### src/rtl/core/assert_macros.svh
// assertion macros shared by the rtl
`ifndef ASSERT_MACROS_SVH
`define ASSERT_MACROS_SVH

// implication in the same cycle
`define DVI_ASSERT_NOW(lbl, clk, rst_n, pre, post, msg) \
    lbl: assert property (@(posedge clk) disable iff (!rst_n) (pre) |-> (post)) else $error(msg);

// implication in the next cycle
`define DVI_ASSERT_NEXT(lbl, clk, rst_n, pre, post, msg) \
    lbl: assert property (@(posedge clk) disable iff (!rst_n) (pre) |=> (post)) else $error(msg);

`endif

### src/rtl/core/dvi_pkg.sv
// types and constants of the damped velocity integrator
package dvi_pkg;

    localparam int FIELD_BITS    = 32;
    localparam int FRICTION_BITS = 31;

    // floor(x / 10) = (x * RECIP10) >> RECIP10_SHIFT for any 32-bit x
    localparam logic [31:0] RECIP10       = 32'hCCCC_CCCD;
    localparam int          RECIP10_SHIFT = 35;

    localparam logic [1:0] MODE_TICK = 2'd0;
    localparam logic [1:0] MODE_LOAD = 2'd1;
    localparam logic [1:0] MODE_CLR  = 2'd2;
    localparam logic [1:0] MODE_NOP  = 2'd3;

    typedef struct packed {
        logic [1:0]                   mode;
        logic signed [FIELD_BITS-1:0] new_acc_x;
        logic signed [FIELD_BITS-1:0] new_acc_y;
        logic signed [FIELD_BITS-1:0] new_acc_z;
    } dvi_in_t;

    typedef struct packed {
        logic signed [FIELD_BITS-1:0] out_pos_x;
        logic signed [FIELD_BITS-1:0] out_pos_y;
        logic signed [FIELD_BITS-1:0] out_pos_z;
        logic signed [FIELD_BITS-1:0] out_vel_x;
        logic signed [FIELD_BITS-1:0] out_vel_y;
        logic signed [FIELD_BITS-1:0] out_vel_z;
        logic signed [FIELD_BITS-1:0] out_acc_x;
        logic signed [FIELD_BITS-1:0] out_acc_y;
        logic signed [FIELD_BITS-1:0] out_acc_z;
    } dvi_out_t;

    typedef enum logic [3:0] {
        S_IDLE,
        S_ACC,
        S_VCHK,
        S_SQ_GO,
        S_SQ_WAIT,
        S_CMP,
        S_SQRT_GO,
        S_SQRT_WAIT,
        S_DIV_GO,
        S_DIV_WAIT,
        S_POS,
        S_DONE
    } dvi_state_t;

endpackage

### src/rtl/core/dvi_sqsum.sv
// bit-serial sum of squares of three magnitudes
module dvi_sqsum
    import dvi_pkg::*;
#(
    parameter int WORD_BITS = 32
)
(
    input  logic                     clk,
    input  logic                     rst_n,
    input  logic                     start,
    input  logic [WORD_BITS-1:0]     mag_x,
    input  logic [WORD_BITS-1:0]     mag_y,
    input  logic [WORD_BITS-1:0]     mag_z,
    output logic                     done,
    output logic [2*WORD_BITS-1:0]   sum
);
    localparam int W  = WORD_BITS;
    localparam int CW = $clog2(W);

    logic             busy_reg, busy_next;
    logic             done_reg, done_next;
    logic [CW-1:0]    cnt_reg, cnt_next;
    logic [1:0]       axis_reg, axis_next;
    logic [2*W-1:0]   mcand_reg, mcand_next;
    logic [W-1:0]     mplr_reg, mplr_next;
    logic [2*W-1:0]   sum_reg, sum_next;
    logic [W-1:0]     next_mag;

    always_comb
    begin
        next_mag = (axis_reg == 2'd0) ? mag_y : mag_z;
        busy_next  = busy_reg;
        done_next  = 1'b0;
        cnt_next   = cnt_reg;
        axis_next  = axis_reg;
        mcand_next = mcand_reg;
        mplr_next  = mplr_reg;
        sum_next   = sum_reg;
        if (start)
        begin
            busy_next  = 1'b1;
            cnt_next   = CW'(W - 1);
            axis_next  = 2'd0;
            mcand_next = (2*W)'(mag_x);
            mplr_next  = mag_x;
            sum_next   = '0;
        end
        else if (busy_reg)
        begin
            // one multiplier bit per cycle
            if (mplr_reg[0])
            begin
                sum_next = sum_reg + mcand_reg;
            end
            mcand_next = mcand_reg << 1;
            mplr_next  = mplr_reg >> 1;
            cnt_next   = cnt_reg - 1'b1;
            if (cnt_reg == '0)
            begin
                if (axis_reg == 2'd2)
                begin
                    busy_next = 1'b0;
                    done_next = 1'b1;
                end
                else
                begin
                    axis_next  = axis_reg + 1'b1;
                    cnt_next   = CW'(W - 1);
                    mcand_next = (2*W)'(next_mag);
                    mplr_next  = next_mag;
                end
            end
        end
    end

    always_ff @(posedge clk or negedge rst_n)
    begin
        if (!rst_n)
        begin
            busy_reg <= 1'b0;
            done_reg <= 1'b0;
            cnt_reg  <= '0;
            axis_reg <= '0;
        end
        else
        begin
            busy_reg <= busy_next;
            done_reg <= done_next;
            cnt_reg  <= cnt_next;
            axis_reg <= axis_next;
        end
    end

    always_ff @(posedge clk)
    begin
        mcand_reg <= mcand_next;
        mplr_reg  <= mplr_next;
        sum_reg   <= sum_next;
    end

    assign done = done_reg;
    assign sum  = sum_reg;

endmodule

### src/rtl/core/dvi_sqrt.sv
// restoring integer square root, one result bit per cycle
module dvi_sqrt
    import dvi_pkg::*;
#(
    parameter int WORD_BITS = 32
)
(
    input  logic                   clk,
    input  logic                   rst_n,
    input  logic                   start,
    input  logic [2*WORD_BITS-1:0] radicand,
    output logic                   done,
    output logic [WORD_BITS-1:0]   root
);
    localparam int W  = WORD_BITS;
    localparam int CW = $clog2(W);
    localparam int RB = W + 3;

    logic             busy_reg, busy_next;
    logic             done_reg, done_next;
    logic [CW-1:0]    cnt_reg, cnt_next;
    logic [2*W-1:0]   nsh_reg, nsh_next;
    logic [RB-1:0]    rem_reg, rem_next;
    logic [W-1:0]     root_reg, root_next;
    logic [RB-1:0]    rem_sh;
    logic [RB-1:0]    trial;

    always_comb
    begin
        rem_sh    = {rem_reg[RB-3:0], nsh_reg[2*W-1 -: 2]};
        trial     = RB'({root_reg, 2'b01});
        busy_next = busy_reg;
        done_next = 1'b0;
        cnt_next  = cnt_reg;
        nsh_next  = nsh_reg;
        rem_next  = rem_reg;
        root_next = root_reg;
        if (start)
        begin
            busy_next = 1'b1;
            cnt_next  = CW'(W - 1);
            nsh_next  = radicand;
            rem_next  = '0;
            root_next = '0;
        end
        else if (busy_reg)
        begin
            nsh_next = nsh_reg << 2;
            cnt_next = cnt_reg - 1'b1;
            if (rem_sh >= trial)
            begin
                rem_next  = rem_sh - trial;
                root_next = {root_reg[W-2:0], 1'b1};
            end
            else
            begin
                rem_next  = rem_sh;
                root_next = {root_reg[W-2:0], 1'b0};
            end
            if (cnt_reg == '0)
            begin
                busy_next = 1'b0;
                done_next = 1'b1;
            end
        end
    end

    always_ff @(posedge clk or negedge rst_n)
    begin
        if (!rst_n)
        begin
            busy_reg <= 1'b0;
            done_reg <= 1'b0;
            cnt_reg  <= '0;
        end
        else
        begin
            busy_reg <= busy_next;
            done_reg <= done_next;
            cnt_reg  <= cnt_next;
        end
    end

    always_ff @(posedge clk)
    begin
        nsh_reg  <= nsh_next;
        rem_reg  <= rem_next;
        root_reg <= root_next;
    end

    assign done = done_reg;
    assign root = root_reg;

endmodule

### src/rtl/core/dvi_div.sv
// restoring unsigned divider, one numerator bit per cycle
module dvi_div
    import dvi_pkg::*;
#(
    parameter int WORD_BITS = 32,
    parameter int NUM_BITS  = 51
)
(
    input  logic                  clk,
    input  logic                  rst_n,
    input  logic                  start,
    input  logic [NUM_BITS-1:0]   numer,
    input  logic [WORD_BITS-1:0]  denom,
    output logic                  done,
    output logic [WORD_BITS-1:0]  quot
);
    localparam int W  = WORD_BITS;
    localparam int NB = NUM_BITS;
    localparam int CW = $clog2(NB);

    logic            busy_reg, busy_next;
    logic            done_reg, done_next;
    logic [CW-1:0]   cnt_reg, cnt_next;
    logic [NB-1:0]   num_reg, num_next;
    logic [W-1:0]    den_reg, den_next;
    logic [W-1:0]    rem_reg, rem_next;
    logic [W-1:0]    quo_reg, quo_next;
    logic [W:0]      rem_sh;
    logic [W:0]      diff;

    always_comb
    begin
        rem_sh    = {rem_reg, num_reg[NB-1]};
        diff      = rem_sh - {1'b0, den_reg};
        busy_next = busy_reg;
        done_next = 1'b0;
        cnt_next  = cnt_reg;
        num_next  = num_reg;
        den_next  = den_reg;
        rem_next  = rem_reg;
        quo_next  = quo_reg;
        if (start)
        begin
            busy_next = 1'b1;
            cnt_next  = CW'(NB - 1);
            num_next  = numer;
            den_next  = denom;
            rem_next  = '0;
            quo_next  = '0;
        end
        else if (busy_reg)
        begin
            num_next = num_reg << 1;
            cnt_next = cnt_reg - 1'b1;
            // quotient never exceeds the word, so upper bits fall away
            if (rem_sh >= {1'b0, den_reg})
            begin
                rem_next = diff[W-1:0];
                quo_next = {quo_reg[W-2:0], 1'b1};
            end
            else
            begin
                rem_next = rem_sh[W-1:0];
                quo_next = {quo_reg[W-2:0], 1'b0};
            end
            if (cnt_reg == '0)
            begin
                busy_next = 1'b0;
                done_next = 1'b1;
            end
        end
    end

    always_ff @(posedge clk or negedge rst_n)
    begin
        if (!rst_n)
        begin
            busy_reg <= 1'b0;
            done_reg <= 1'b0;
            cnt_reg  <= '0;
        end
        else
        begin
            busy_reg <= busy_next;
            done_reg <= done_next;
            cnt_reg  <= cnt_next;
        end
    end

    always_ff @(posedge clk)
    begin
        num_reg <= num_next;
        den_reg <= den_next;
        rem_reg <= rem_next;
        quo_reg <= quo_next;
    end

    assign done = done_reg;
    assign quot = quo_reg;

endmodule

### src/rtl/core/damped_velocity_integrator_top.sv
// top level of the damped velocity integrator: sequencer, state and output register
//
// keeps a 3-axis acceleration, velocity and position as signed fixed point words
// (WORD_BITS wide, FRAC_BITS fraction bits) and returns the whole state, clipped
// to 32 bits, for every input beat. a load, clear or no-op beat goes from idle
// straight to the done state. a tick runs the acceleration pass, axis by axis,
// when the acceleration is nonzero; whenever the velocity is nonzero it runs the
// bit-serial sum of squares and the position pass, and when the speed exceeds 5 it
// also runs the speed clamp first: a square root and three divides. those serial
// units set the rate; only one beat is in the block at a time, but a new beat is
// taken while the previous result still waits in the output register
module damped_velocity_integrator_top
    import dvi_pkg::*;
#(
    parameter int WORD_BITS = 32,
    parameter int FRAC_BITS = 16
)
(
    input  logic                      clk,
    input  logic                      rst_n,
    input  logic                      in_valid,
    output logic                      in_ready,
    input  dvi_in_t                   in_data,
    output logic                      out_valid,
    input  logic                      out_ready,
    output dvi_out_t                  out_data,
    input  logic                      cfg_wr_en,
    input  logic [FRICTION_BITS-1:0]  cfg_wr_data
);
`include "assert_macros.svh"

    localparam int W  = WORD_BITS;
    localparam int F  = FRAC_BITS;
    localparam int XW = (W > FIELD_BITS) ? W : FIELD_BITS;
    localparam int DW = (W > FRICTION_BITS) ? W : FRICTION_BITS;
    localparam int NB = W + F + 3;
    localparam int SW = (2*W > 2*F + 5) ? 2*W : 2*F + 5;

    localparam logic signed [W-1:0] WMAX = {1'b0, {(W-1){1'b1}}};
    localparam logic signed [W-1:0] WMIN = {1'b1, {(W-1){1'b0}}};
    localparam logic signed [FIELD_BITS-1:0] FMAX = {1'b0, {(FIELD_BITS-1){1'b1}}};
    localparam logic signed [FIELD_BITS-1:0] FMIN = {1'b1, {(FIELD_BITS-1){1'b0}}};
    // square of the speed limit 5 << FRAC_BITS
    localparam logic [SW-1:0] LIM2 = SW'(25) << (2*F);

    // magnitude of a word, fits unsigned in the same width
    function automatic logic [W-1:0] mag_of(input logic signed [W-1:0] v);
        return v[W-1] ? W'(-v) : W'(v);
    endfunction

    function automatic logic signed [W-1:0] sat_add(input logic signed [W-1:0] a,
                                                   input logic signed [W-1:0] b);
        logic signed [W:0] s;
        s = (W+1)'(a) + (W+1)'(b);
        if (s > (W+1)'(WMAX))
            return WMAX;
        else if (s < (W+1)'(WMIN))
            return WMIN;
        else
            return W'(s);
    endfunction

    // move toward zero by f, clear when the magnitude is below f
    function automatic logic signed [W-1:0] decay(input logic signed [W-1:0] v,
                                                 input logic [FRICTION_BITS-1:0] f);
        logic [DW-1:0] m;
        logic [DW-1:0] fx;
        logic [W-1:0]  r;
        m  = DW'(mag_of(v));
        fx = DW'(f);
        r  = W'(m - fx);
        if (f == '0)
            return v;
        else if (m < fx)
            return '0;
        else
            return v[W-1] ? -$signed(r) : $signed(r);
    endfunction

    function automatic logic signed [W-1:0] sat_in(input logic signed [FIELD_BITS-1:0] v);
        logic signed [XW-1:0] x;
        x = XW'(v);
        if (x > XW'(WMAX))
            return WMAX;
        else if (x < XW'(WMIN))
            return WMIN;
        else
            return W'(x);
    endfunction

    function automatic logic signed [FIELD_BITS-1:0] sat_out(input logic signed [W-1:0] v);
        logic signed [XW-1:0] x;
        x = XW'(v);
        if (x > XW'(FMAX))
            return FMAX;
        else if (x < XW'(FMIN))
            return FMIN;
        else
            return FIELD_BITS'(x);
    endfunction

    // state
    dvi_state_t state_reg, state_next;
    logic [1:0] axis_reg;

    logic signed [W-1:0] acc_reg [3];
    logic signed [W-1:0] vel_reg [3];
    logic signed [W-1:0] pos_reg [3];

    logic [FRICTION_BITS-1:0] friction_reg;
    logic [FRICTION_BITS-1:0] f10_reg;
    logic [FRICTION_BITS+31:0] f10_prod;

    logic [W-1:0] len_reg;

    dvi_out_t out_reg;
    logic     out_valid_reg, out_valid_next;

    // control
    logic accept;
    logic out_load;
    logic sq_start, sqrt_start, div_start;
    logic sq_done, sqrt_done, div_done;
    logic [2*W-1:0] sq_sum;
    logic [W-1:0]   sqrt_root;
    logic [W-1:0]   div_quot;
    logic [W-1:0]   axis_mag;
    logic [NB-1:0]  div_numer;
    logic           acc_nz, vel_nz, over_limit;

    assign accept     = in_valid & in_ready;
    assign acc_nz     = (acc_reg[0] != '0) | (acc_reg[1] != '0) | (acc_reg[2] != '0);
    assign vel_nz     = (vel_reg[0] != '0) | (vel_reg[1] != '0) | (vel_reg[2] != '0);
    assign over_limit = SW'(sq_sum) > LIM2;
    assign axis_mag   = mag_of(vel_reg[axis_reg]);
    // |v| * (5 << FRAC_BITS) as two shifted copies
    assign div_numer  = (NB'(axis_mag) << (F + 2)) + (NB'(axis_mag) << F);

    // friction / 10 by reciprocal multiply, registered
    assign f10_prod = (FRICTION_BITS+32)'(friction_reg) * (FRICTION_BITS+32)'(RECIP10);

    // sequencer next state
    always_comb
    begin
        state_next = state_reg;
        case (state_reg)
            S_IDLE:
            begin
                if (accept)
                begin
                    if (in_data.mode == MODE_TICK)
                        state_next = acc_nz ? S_ACC : S_VCHK;
                    else
                        state_next = S_DONE;
                end
            end
            S_ACC:
            begin
                if (axis_reg == 2'd2)
                    state_next = S_VCHK;
            end
            S_VCHK:      state_next = vel_nz ? S_SQ_GO : S_DONE;
            S_SQ_GO:     state_next = S_SQ_WAIT;
            S_SQ_WAIT:
            begin
                if (sq_done)
                    state_next = S_CMP;
            end
            S_CMP:       state_next = over_limit ? S_SQRT_GO : S_POS;
            S_SQRT_GO:   state_next = S_SQRT_WAIT;
            S_SQRT_WAIT:
            begin
                if (sqrt_done)
                    state_next = S_DIV_GO;
            end
            S_DIV_GO:    state_next = S_DIV_WAIT;
            S_DIV_WAIT:
            begin
                if (div_done)
                    state_next = (axis_reg == 2'd2) ? S_POS : S_DIV_GO;
            end
            S_POS:
            begin
                if (axis_reg == 2'd2)
                    state_next = S_DONE;
            end
            S_DONE:
            begin
                if (out_load)
                    state_next = S_IDLE;
            end
            default:     state_next = S_IDLE;
        endcase
    end

    // sequencer outputs
    always_comb
    begin
        in_ready   = 1'b0;
        sq_start   = 1'b0;
        sqrt_start = 1'b0;
        div_start  = 1'b0;
        out_load   = 1'b0;
        case (state_reg)
            S_IDLE:    in_ready   = 1'b1;
            S_SQ_GO:   sq_start   = 1'b1;
            S_SQRT_GO: sqrt_start = 1'b1;
            S_DIV_GO:  div_start  = 1'b1;
            // the result register frees up once the old beat leaves
            S_DONE:    out_load   = ~out_valid_reg | out_ready;
            default:   in_ready   = 1'b0;
        endcase
    end

    assign out_valid_next = out_load | (out_valid_reg & ~out_ready);

    always_ff @(posedge clk or negedge rst_n)
    begin
        if (!rst_n)
        begin
            state_reg     <= S_IDLE;
            axis_reg      <= '0;
            out_valid_reg <= 1'b0;
            friction_reg  <= '0;
            f10_reg       <= '0;
            for (int i = 0; i < 3; i++)
            begin
                acc_reg[i] <= '0;
                vel_reg[i] <= '0;
                pos_reg[i] <= '0;
            end
        end
        else
        begin
            state_reg     <= state_next;
            out_valid_reg <= out_valid_next;
            f10_reg       <= FRICTION_BITS'(f10_prod >> RECIP10_SHIFT);
            if (cfg_wr_en)
                friction_reg <= cfg_wr_data;

            // load and clear beats
            if (accept)
            begin
                case (in_data.mode)
                    MODE_LOAD:
                    begin
                        acc_reg[0] <= sat_in(in_data.new_acc_x);
                        acc_reg[1] <= sat_in(in_data.new_acc_y);
                        acc_reg[2] <= sat_in(in_data.new_acc_z);
                    end
                    MODE_CLR:
                    begin
                        for (int i = 0; i < 3; i++)
                        begin
                            acc_reg[i] <= '0;
                            vel_reg[i] <= '0;
                            pos_reg[i] <= '0;
                        end
                    end
                    default:
                    begin
                    end
                endcase
            end

            // one axis per cycle through the adders
            if (state_reg == S_ACC)
            begin
                vel_reg[axis_reg] <= sat_add(vel_reg[axis_reg], acc_reg[axis_reg]);
                acc_reg[axis_reg] <= decay(acc_reg[axis_reg], friction_reg);
                axis_reg          <= (axis_reg == 2'd2) ? 2'd0 : axis_reg + 1'b1;
            end

            // clamped axis keeps its sign
            if (state_reg == S_DIV_WAIT && div_done)
            begin
                vel_reg[axis_reg] <= vel_reg[axis_reg][W-1] ? -$signed(div_quot)
                                                            : $signed(div_quot);
                axis_reg          <= (axis_reg == 2'd2) ? 2'd0 : axis_reg + 1'b1;
            end

            if (state_reg == S_POS)
            begin
                pos_reg[axis_reg] <= sat_add(pos_reg[axis_reg], vel_reg[axis_reg]);
                vel_reg[axis_reg] <= decay(vel_reg[axis_reg], f10_reg);
                axis_reg          <= (axis_reg == 2'd2) ? 2'd0 : axis_reg + 1'b1;
            end
        end
    end

    always_ff @(posedge clk)
    begin
        if (state_reg == S_SQRT_WAIT && sqrt_done)
            len_reg <= sqrt_root;
        if (out_load)
        begin
            out_reg.out_pos_x <= sat_out(pos_reg[0]);
            out_reg.out_pos_y <= sat_out(pos_reg[1]);
            out_reg.out_pos_z <= sat_out(pos_reg[2]);
            out_reg.out_vel_x <= sat_out(vel_reg[0]);
            out_reg.out_vel_y <= sat_out(vel_reg[1]);
            out_reg.out_vel_z <= sat_out(vel_reg[2]);
            out_reg.out_acc_x <= sat_out(acc_reg[0]);
            out_reg.out_acc_y <= sat_out(acc_reg[1]);
            out_reg.out_acc_z <= sat_out(acc_reg[2]);
        end
    end

    assign out_valid = out_valid_reg;
    assign out_data  = out_reg;

    // speed clamp units
    dvi_sqsum #(
        .WORD_BITS (W)
    ) u_sqsum (
        .clk   (clk),
        .rst_n (rst_n),
        .start (sq_start),
        .mag_x (mag_of(vel_reg[0])),
        .mag_y (mag_of(vel_reg[1])),
        .mag_z (mag_of(vel_reg[2])),
        .done  (sq_done),
        .sum   (sq_sum)
    );

    dvi_sqrt #(
        .WORD_BITS (W)
    ) u_sqrt (
        .clk      (clk),
        .rst_n    (rst_n),
        .start    (sqrt_start),
        .radicand (sq_sum),
        .done     (sqrt_done),
        .root     (sqrt_root)
    );

    dvi_div #(
        .WORD_BITS (W),
        .NUM_BITS  (NB)
    ) u_div (
        .clk   (clk),
        .rst_n (rst_n),
        .start (div_start),
        .numer (div_numer),
        .denom (len_reg),
        .done  (div_done),
        .quot  (div_quot)
    );

    // a waiting result is never overwritten
    `DVI_ASSERT_NEXT(a_hold_done, clk, rst_n,
        (state_reg == S_DONE && out_valid_reg && !out_ready), (state_reg == S_DONE),
        "result register overwritten while full")
    // divider only finishes while the sequencer waits for it
    `DVI_ASSERT_NOW(a_div_done, clk, rst_n,
        div_done, (state_reg == S_DIV_WAIT), "divider finished out of sequence")
    // clear beat empties the state, checked on one axis each of position, velocity and acceleration
    `DVI_ASSERT_NEXT(a_clear, clk, rst_n,
        (accept && in_data.mode == MODE_CLR),
        (pos_reg[0] == '0 && vel_reg[1] == '0 && acc_reg[2] == '0),
        "clear beat left state behind")

endmodule
### config.mk
export PLATFORM = sky130hd
export DESIGN_NAME = damped_velocity_integrator_top
export DESIGN_NICKNAME = d
export VERILOG_FILES = /design/src/rtl/core/dvi_pkg.sv /design/src/rtl/core/dvi_sqsum.sv /design/src/rtl/core/dvi_sqrt.sv /design/src/rtl/core/dvi_div.sv /design/src/rtl/core/damped_velocity_integrator_top.sv
export VERILOG_INCLUDE_DIRS = /design/src /design/src/rtl/core
export SDC_FILE = /design/constraint.sdc
export NUM_CORES = 2
export LEC_CHECK = 0
export BUFFER_PORTS_ARGS = -buffer_cell sky130_fd_sc_hd__buf_2
export CORE_MARGIN = 5
export CORE_UTILIZATION = 30
export CTS_CLUSTER_DIAMETER = 30
export DETAILED_ROUTE_END_ITERATION = 10
export GPL_ROUTABILITY_DRIVEN = 0
export SYNTH_ARGS = -nofsm -noshare
export SYNTH_HDL_FRONTEND = slang
export SYNTH_SLANG_ARGS = --single-unit
### constraint.sdc
create_clock -name clk -period 25.9 [get_ports clk]
set_input_delay 0 -clock clk [delete_from_list [all_inputs] [get_ports clk]]
set_output_delay 0 -clock clk [all_outputs]
set_load 0.05 [all_outputs]
==> summary.txt <==
Routing
  – # DRC: 0
  – DR WL met2: about 120000 um
  – Starting DRT DRC Count: ~7500
  – WL met3: approximately 28000 um
  – Routed WL: approximately 280000 um
  – Via density: around 5.4
  – WL/cell: 22.2 um
  – Final ANT Viol Nets: 0
  – DR top layer: met5
  – Pre-Repair DR Iteration Count: 7
  – Routed vias: 67800
  – Met1 wire length: ~120000 um

Global route
  – Number of global-route vias before repair: about 66000
  – Pin count of the biggest net entering global routing: 157
  – Initial antenna violation count: 27
  – Global-route usage over all layers: 19.7%
  – GRT overflow: 0
  – First-pass GRT wire length: about 420000 um

Timing
  – Max Transition Viols Final: 0
  – RSZ-0062 raised after global routing: no
  – Final setup violation count: 0
  – Final Hold Vio Count: 0
  – Max transition margin: under 10%
  – Setup TNS Final: 0 ps
  – Max Freq: ~120 MHz
  – Final period util: 32.8%
  – Least-Margin Pin Slew: roughly 1400 ps
  – Crit path time final: about 8500 ps
  – Layout Skew: around 110 ps

Power and ir drop
  – Int Power: between 7000 and 8000 uW
  – Sequential fraction of design power: between 10% and 20%
  – P_leak: about 0.041 uW
  – NetSw: between 5000 and 6000 uW
  – Switching share of total power: around two fifths
  – Logic pwr share: about 56%
  – Clk pwr share: between 20 and 30%
  – Worst vdd ir: 0.443 mV
  – PwrDens: around 130 nW/um^2
  – Design Power: 12600 uW

Finish
  – FILL cells: ~26000
  – Fin area: approximately 95000 um^2
  – Final cell count without fillers: between 10000 and 15000
  – Max reg flops: ~290
  – Nets: between 9000 and 10000
  – Post-layout util: a little over a third
  – Layout Area Growth over Synthesis: 21.3%
  – Share of cells above drive strength 1: roughly an eighth

Logic synthesis
  – EDFF count, synth: between 500 and 600
  – Post-synth ARST share: about a third
  – Post-synthesis cell area: ~78000 um^2
  – Sequential share of the synthesized area: between 30% and 40%
  – Synth warnings: 0
  – Mean post-synth cell area: just over 9 um^2
  – Post-synth top flop: edfxtp_1
  – Synthesis-stage register bit count: between 1000 and 1500
  – Unique masters post-synth: roughly 110
  – Syn Nets: about 9500
  – Post-Synthesis Cells: about 8500

Clocking
  – Cts repair resizes: 0
  – CTS Buffer Depth: 4
  – CTS Buf Count: ~270
  – Root buf cell: clkbuf_16
  – Postcts setup bufs: 0
  – Htree depth: 5
  – CTS tree: done
  – Clock latency on the worst-skew pair: ~850 ps
  – Clock transition at path regs: around 50 ps
  – Clk sinks: around 1100

Placement
  – Port Buffers: about 420
  – Placed Area: between 80000 and 90000 um^2
  – Placed wire-length estimate: 209000 um
  – Placed cells: 11800

Worst setup path
  – Crit Reg-Reg Endpoint: acc_reg[54]
  – CP endpoint kind: register
  – CP max-delay cell: nor4b_2
  – R2r setup slk: 17410 ps
  – Worst Path Required: between 20000 and 30000 ps
  – Worst r2r src: axis_reg[0]
  – Crit-path cells: nor2b_4 > buf_4 > buf_4 > o2bb2ai_1 > inv_1 > ha_1 > nor2_1 > xor2_1 > ha_1 > nor2b_1 > o31a_1 > o21a_1 > or3_1 > a2111o_1 > nor4_1 > nor4b_2 > nor2b_1 > a21oi_1 > xnor2_1 > o21ai_0 > nor2_1 > a31oi_1
  – CP Class: register to register
  – Critical path's largest stage delay: 750 ps
  – Type of origin of the critical path: register
  – Worst-case reg-to-reg path depth: 22
  – Worst-path fanout max: 39
  – CP arrival: around 9200 ps

Floorplan
  – # rows: between 150 and 200
  – Core Footprint: roughly 260000 um^2
  – Io pins: 424
  – Height of the die: 520 um
  – Initial core utilization: between 30% and 40%
  – Die Area: between 200000 and 300000 um^2
  – Die W: between 500 and 600 um

Flow run
  – Max-Cap Viols: 0

Min path
  – Worst Hold Class: input pin to register
  – Min-delay src: in_data[74]
  – Hold depth: 4
  – Hold Path Sink: acc_reg[74]

Outcome
  – Status: finished clean
-- worst max-delay path: cells and delay by family, from the launching register on --
| family | cells | cell delay [ps] |
|---|---|---|
| AOI/OAI and AO/OA | 7 | 2500 |
| DFF | 1 | 740 |
| adders and majority gates | 2 | 610 |
| and+or+nand+nor | 8 | 2840 |
| xor gates and xnor gates | 2 | 360 |
| buffers and inverters | 3 | 1210 |
-- kinds of logic after synthesis --
logic type,after synthesis,synth area share (%)
multiplexers,189,2.44
flip-flops,1118,37.8
AO/OA/AOI/OAI,2240,18.0
AND/OR/NAND/NOR,2338,13.7
buffers and inverters,1267,6.35
XOR/XNOR,512,5.76
adder cells (fa/ha/maj),855,16.0
-- layout make-up --
cell class	count	area [um^2]	share of cell area, %
clock buffer	328	7290	7.72
sequential	1118	29400	31.1
inverter	579	2170	2.30
tap	3402	4260	4.50
timing repair buffer	773	5350	5.66
clock inverter	164	2240	2.37
multi-input combinational	6134	43800	46.3
antenna	8	20.0	0.0212
-- power by group through the flow --
stage          clock (uW)  sequential (uW)  combinational, uW
6_report             3560             1980               7070
5_1_grt              3700             1980               8030
3_5_place_dp            0             2010               6920
3_3_place_gp            0             2010               6820
4_1_cts              3600             1980               7060
2_1_floorplan           0             1990               5310
-- per-stage QoR --
stage	hold slack (ps)	setup WS, ps
finish	56.1	17410
global route	37.7	17020
CTS	4.50	17590
detailed placement	78.1	17570
global placement	64.1	17660
floorplan	-296	12020
-- Yosys cell counts (all sizes together), types with 11 or more instances --
cell | instances | share of area, %
or2 | 23 | 0.18
and2 | 26 | 0.21
o21ai | 621 | 4.0
a21o | 203 | 2.0
o211ai | 28 | 0.28
o2bb2ai | 37 | 0.42
inv | 578 | 2.8
nor2b | 60 | 0.49
xnor2 | 309 | 3.5
fa | 235 | 6.0
o21bai | 48 | 0.46
a22o | 44 | 0.49
a221oi | 71 | 0.80
clkbuf | 632 | 3.2
mux2i | 184 | 2.4
dfxtp | 225 | 5.8
nor2 | 508 | 2.4
nor3b | 13 | 0.13
or3 | 39 | 0.31
nand2b | 58 | 0.47
edfxtp | 515 | 20
o221ai | 11 | 0.12
a21oi | 611 | 3.9
nand2 | 1060 | 5.1
xor2 | 203 | 2.3
o31ai | 64 | 0.64
and3 | 97 | 0.78
a211oi | 108 | 1.0
a22oi | 57 | 0.55
nor4b | 12 | 0.17
or4 | 22 | 0.23
buf | 54 | 0.37
nor3 | 110 | 0.72
a41oi | 12 | 0.14
a31oi | 75 | 0.60
ha | 617 | 9.9
nand3 | 138 | 0.89
o22ai | 59 | 0.47
o41ai | 29 | 0.35
dfrtp | 378 | 12
o21a | 59 | 0.57
o31a | 18 | 0.22
nand4 | 60 | 0.48
nor4 | 82 | 0.70
-- cell usage in the layout, fill, tap and decap left out, drive strengths merged, types with 48 or more instances in the layout --
master | Yosys | routed
nand2 | 1060 | 1060
o21ai | 621 | 621
ha | 617 | 617
inv | 578 | 614
a21oi | 611 | 611
buf | 54 | 549
edfxtp | 515 | 515
nor2 | 508 | 508
dfrtp | 378 | 378
clkbuf | 632 | 328
xnor2 | 309 | 309
fa | 235 | 235
dfxtp | 225 | 225
dlygate4sd3 | 2 | 224
a21o | 203 | 203
xor2 | 203 | 203
mux2i | 184 | 184
nand3 | 138 | 138
nor3 | 110 | 110
a211oi | 108 | 108
and3 | 97 | 97
nor4 | 82 | 82
a31oi | 75 | 75
clkinv | 1 | 73
a221oi | 71 | 71
o31ai | 64 | 64
nand4 | 60 | 60
nor2b | 60 | 60
o22ai | 59 | 59
o21a | 59 | 59
nand2b | 58 | 58
a22oi | 57 | 57
o21bai | 48 | 48
-- worst max path at each step --
stage / slack [ps] / startpoint / cells after the start / endpoint
finish: 17410 / axis_reg[0] / 22 / acc_reg[54]
global route: 17020 / friction_reg[16] / 29 / f10_reg[27]
CTS: 17590 / friction_reg[16] / 29 / f10_reg[27]
detailed placement: 17570 / friction_reg[16] / 29 / f10_reg[27]
global placement: 17660 / friction_reg[16] / 29 / f10_reg[27]
floorplan: 12020 / state_reg[3] / 5 / out_data[0]
-- what timing repair did --
action | 4_1_cts | 5_1_grt
hold buffers | 225 | 0
endpoints found under the hold margin | 314 | 0
setup endpoints to repair | 0 | 0
-- layer usage --
| layer | track usage (%) | up-vias |
|---|---|---|
| met5 | 0 | - |
| met4 | 8.36 | 20 |
| li1 | - | 30800 |
| met3 | 4.90 | 700 |
| met2 | 29.8 | 3480 |
| met1 | 26.7 | 32800 |
Note: power is estimated with default switching activity, not from simulation.
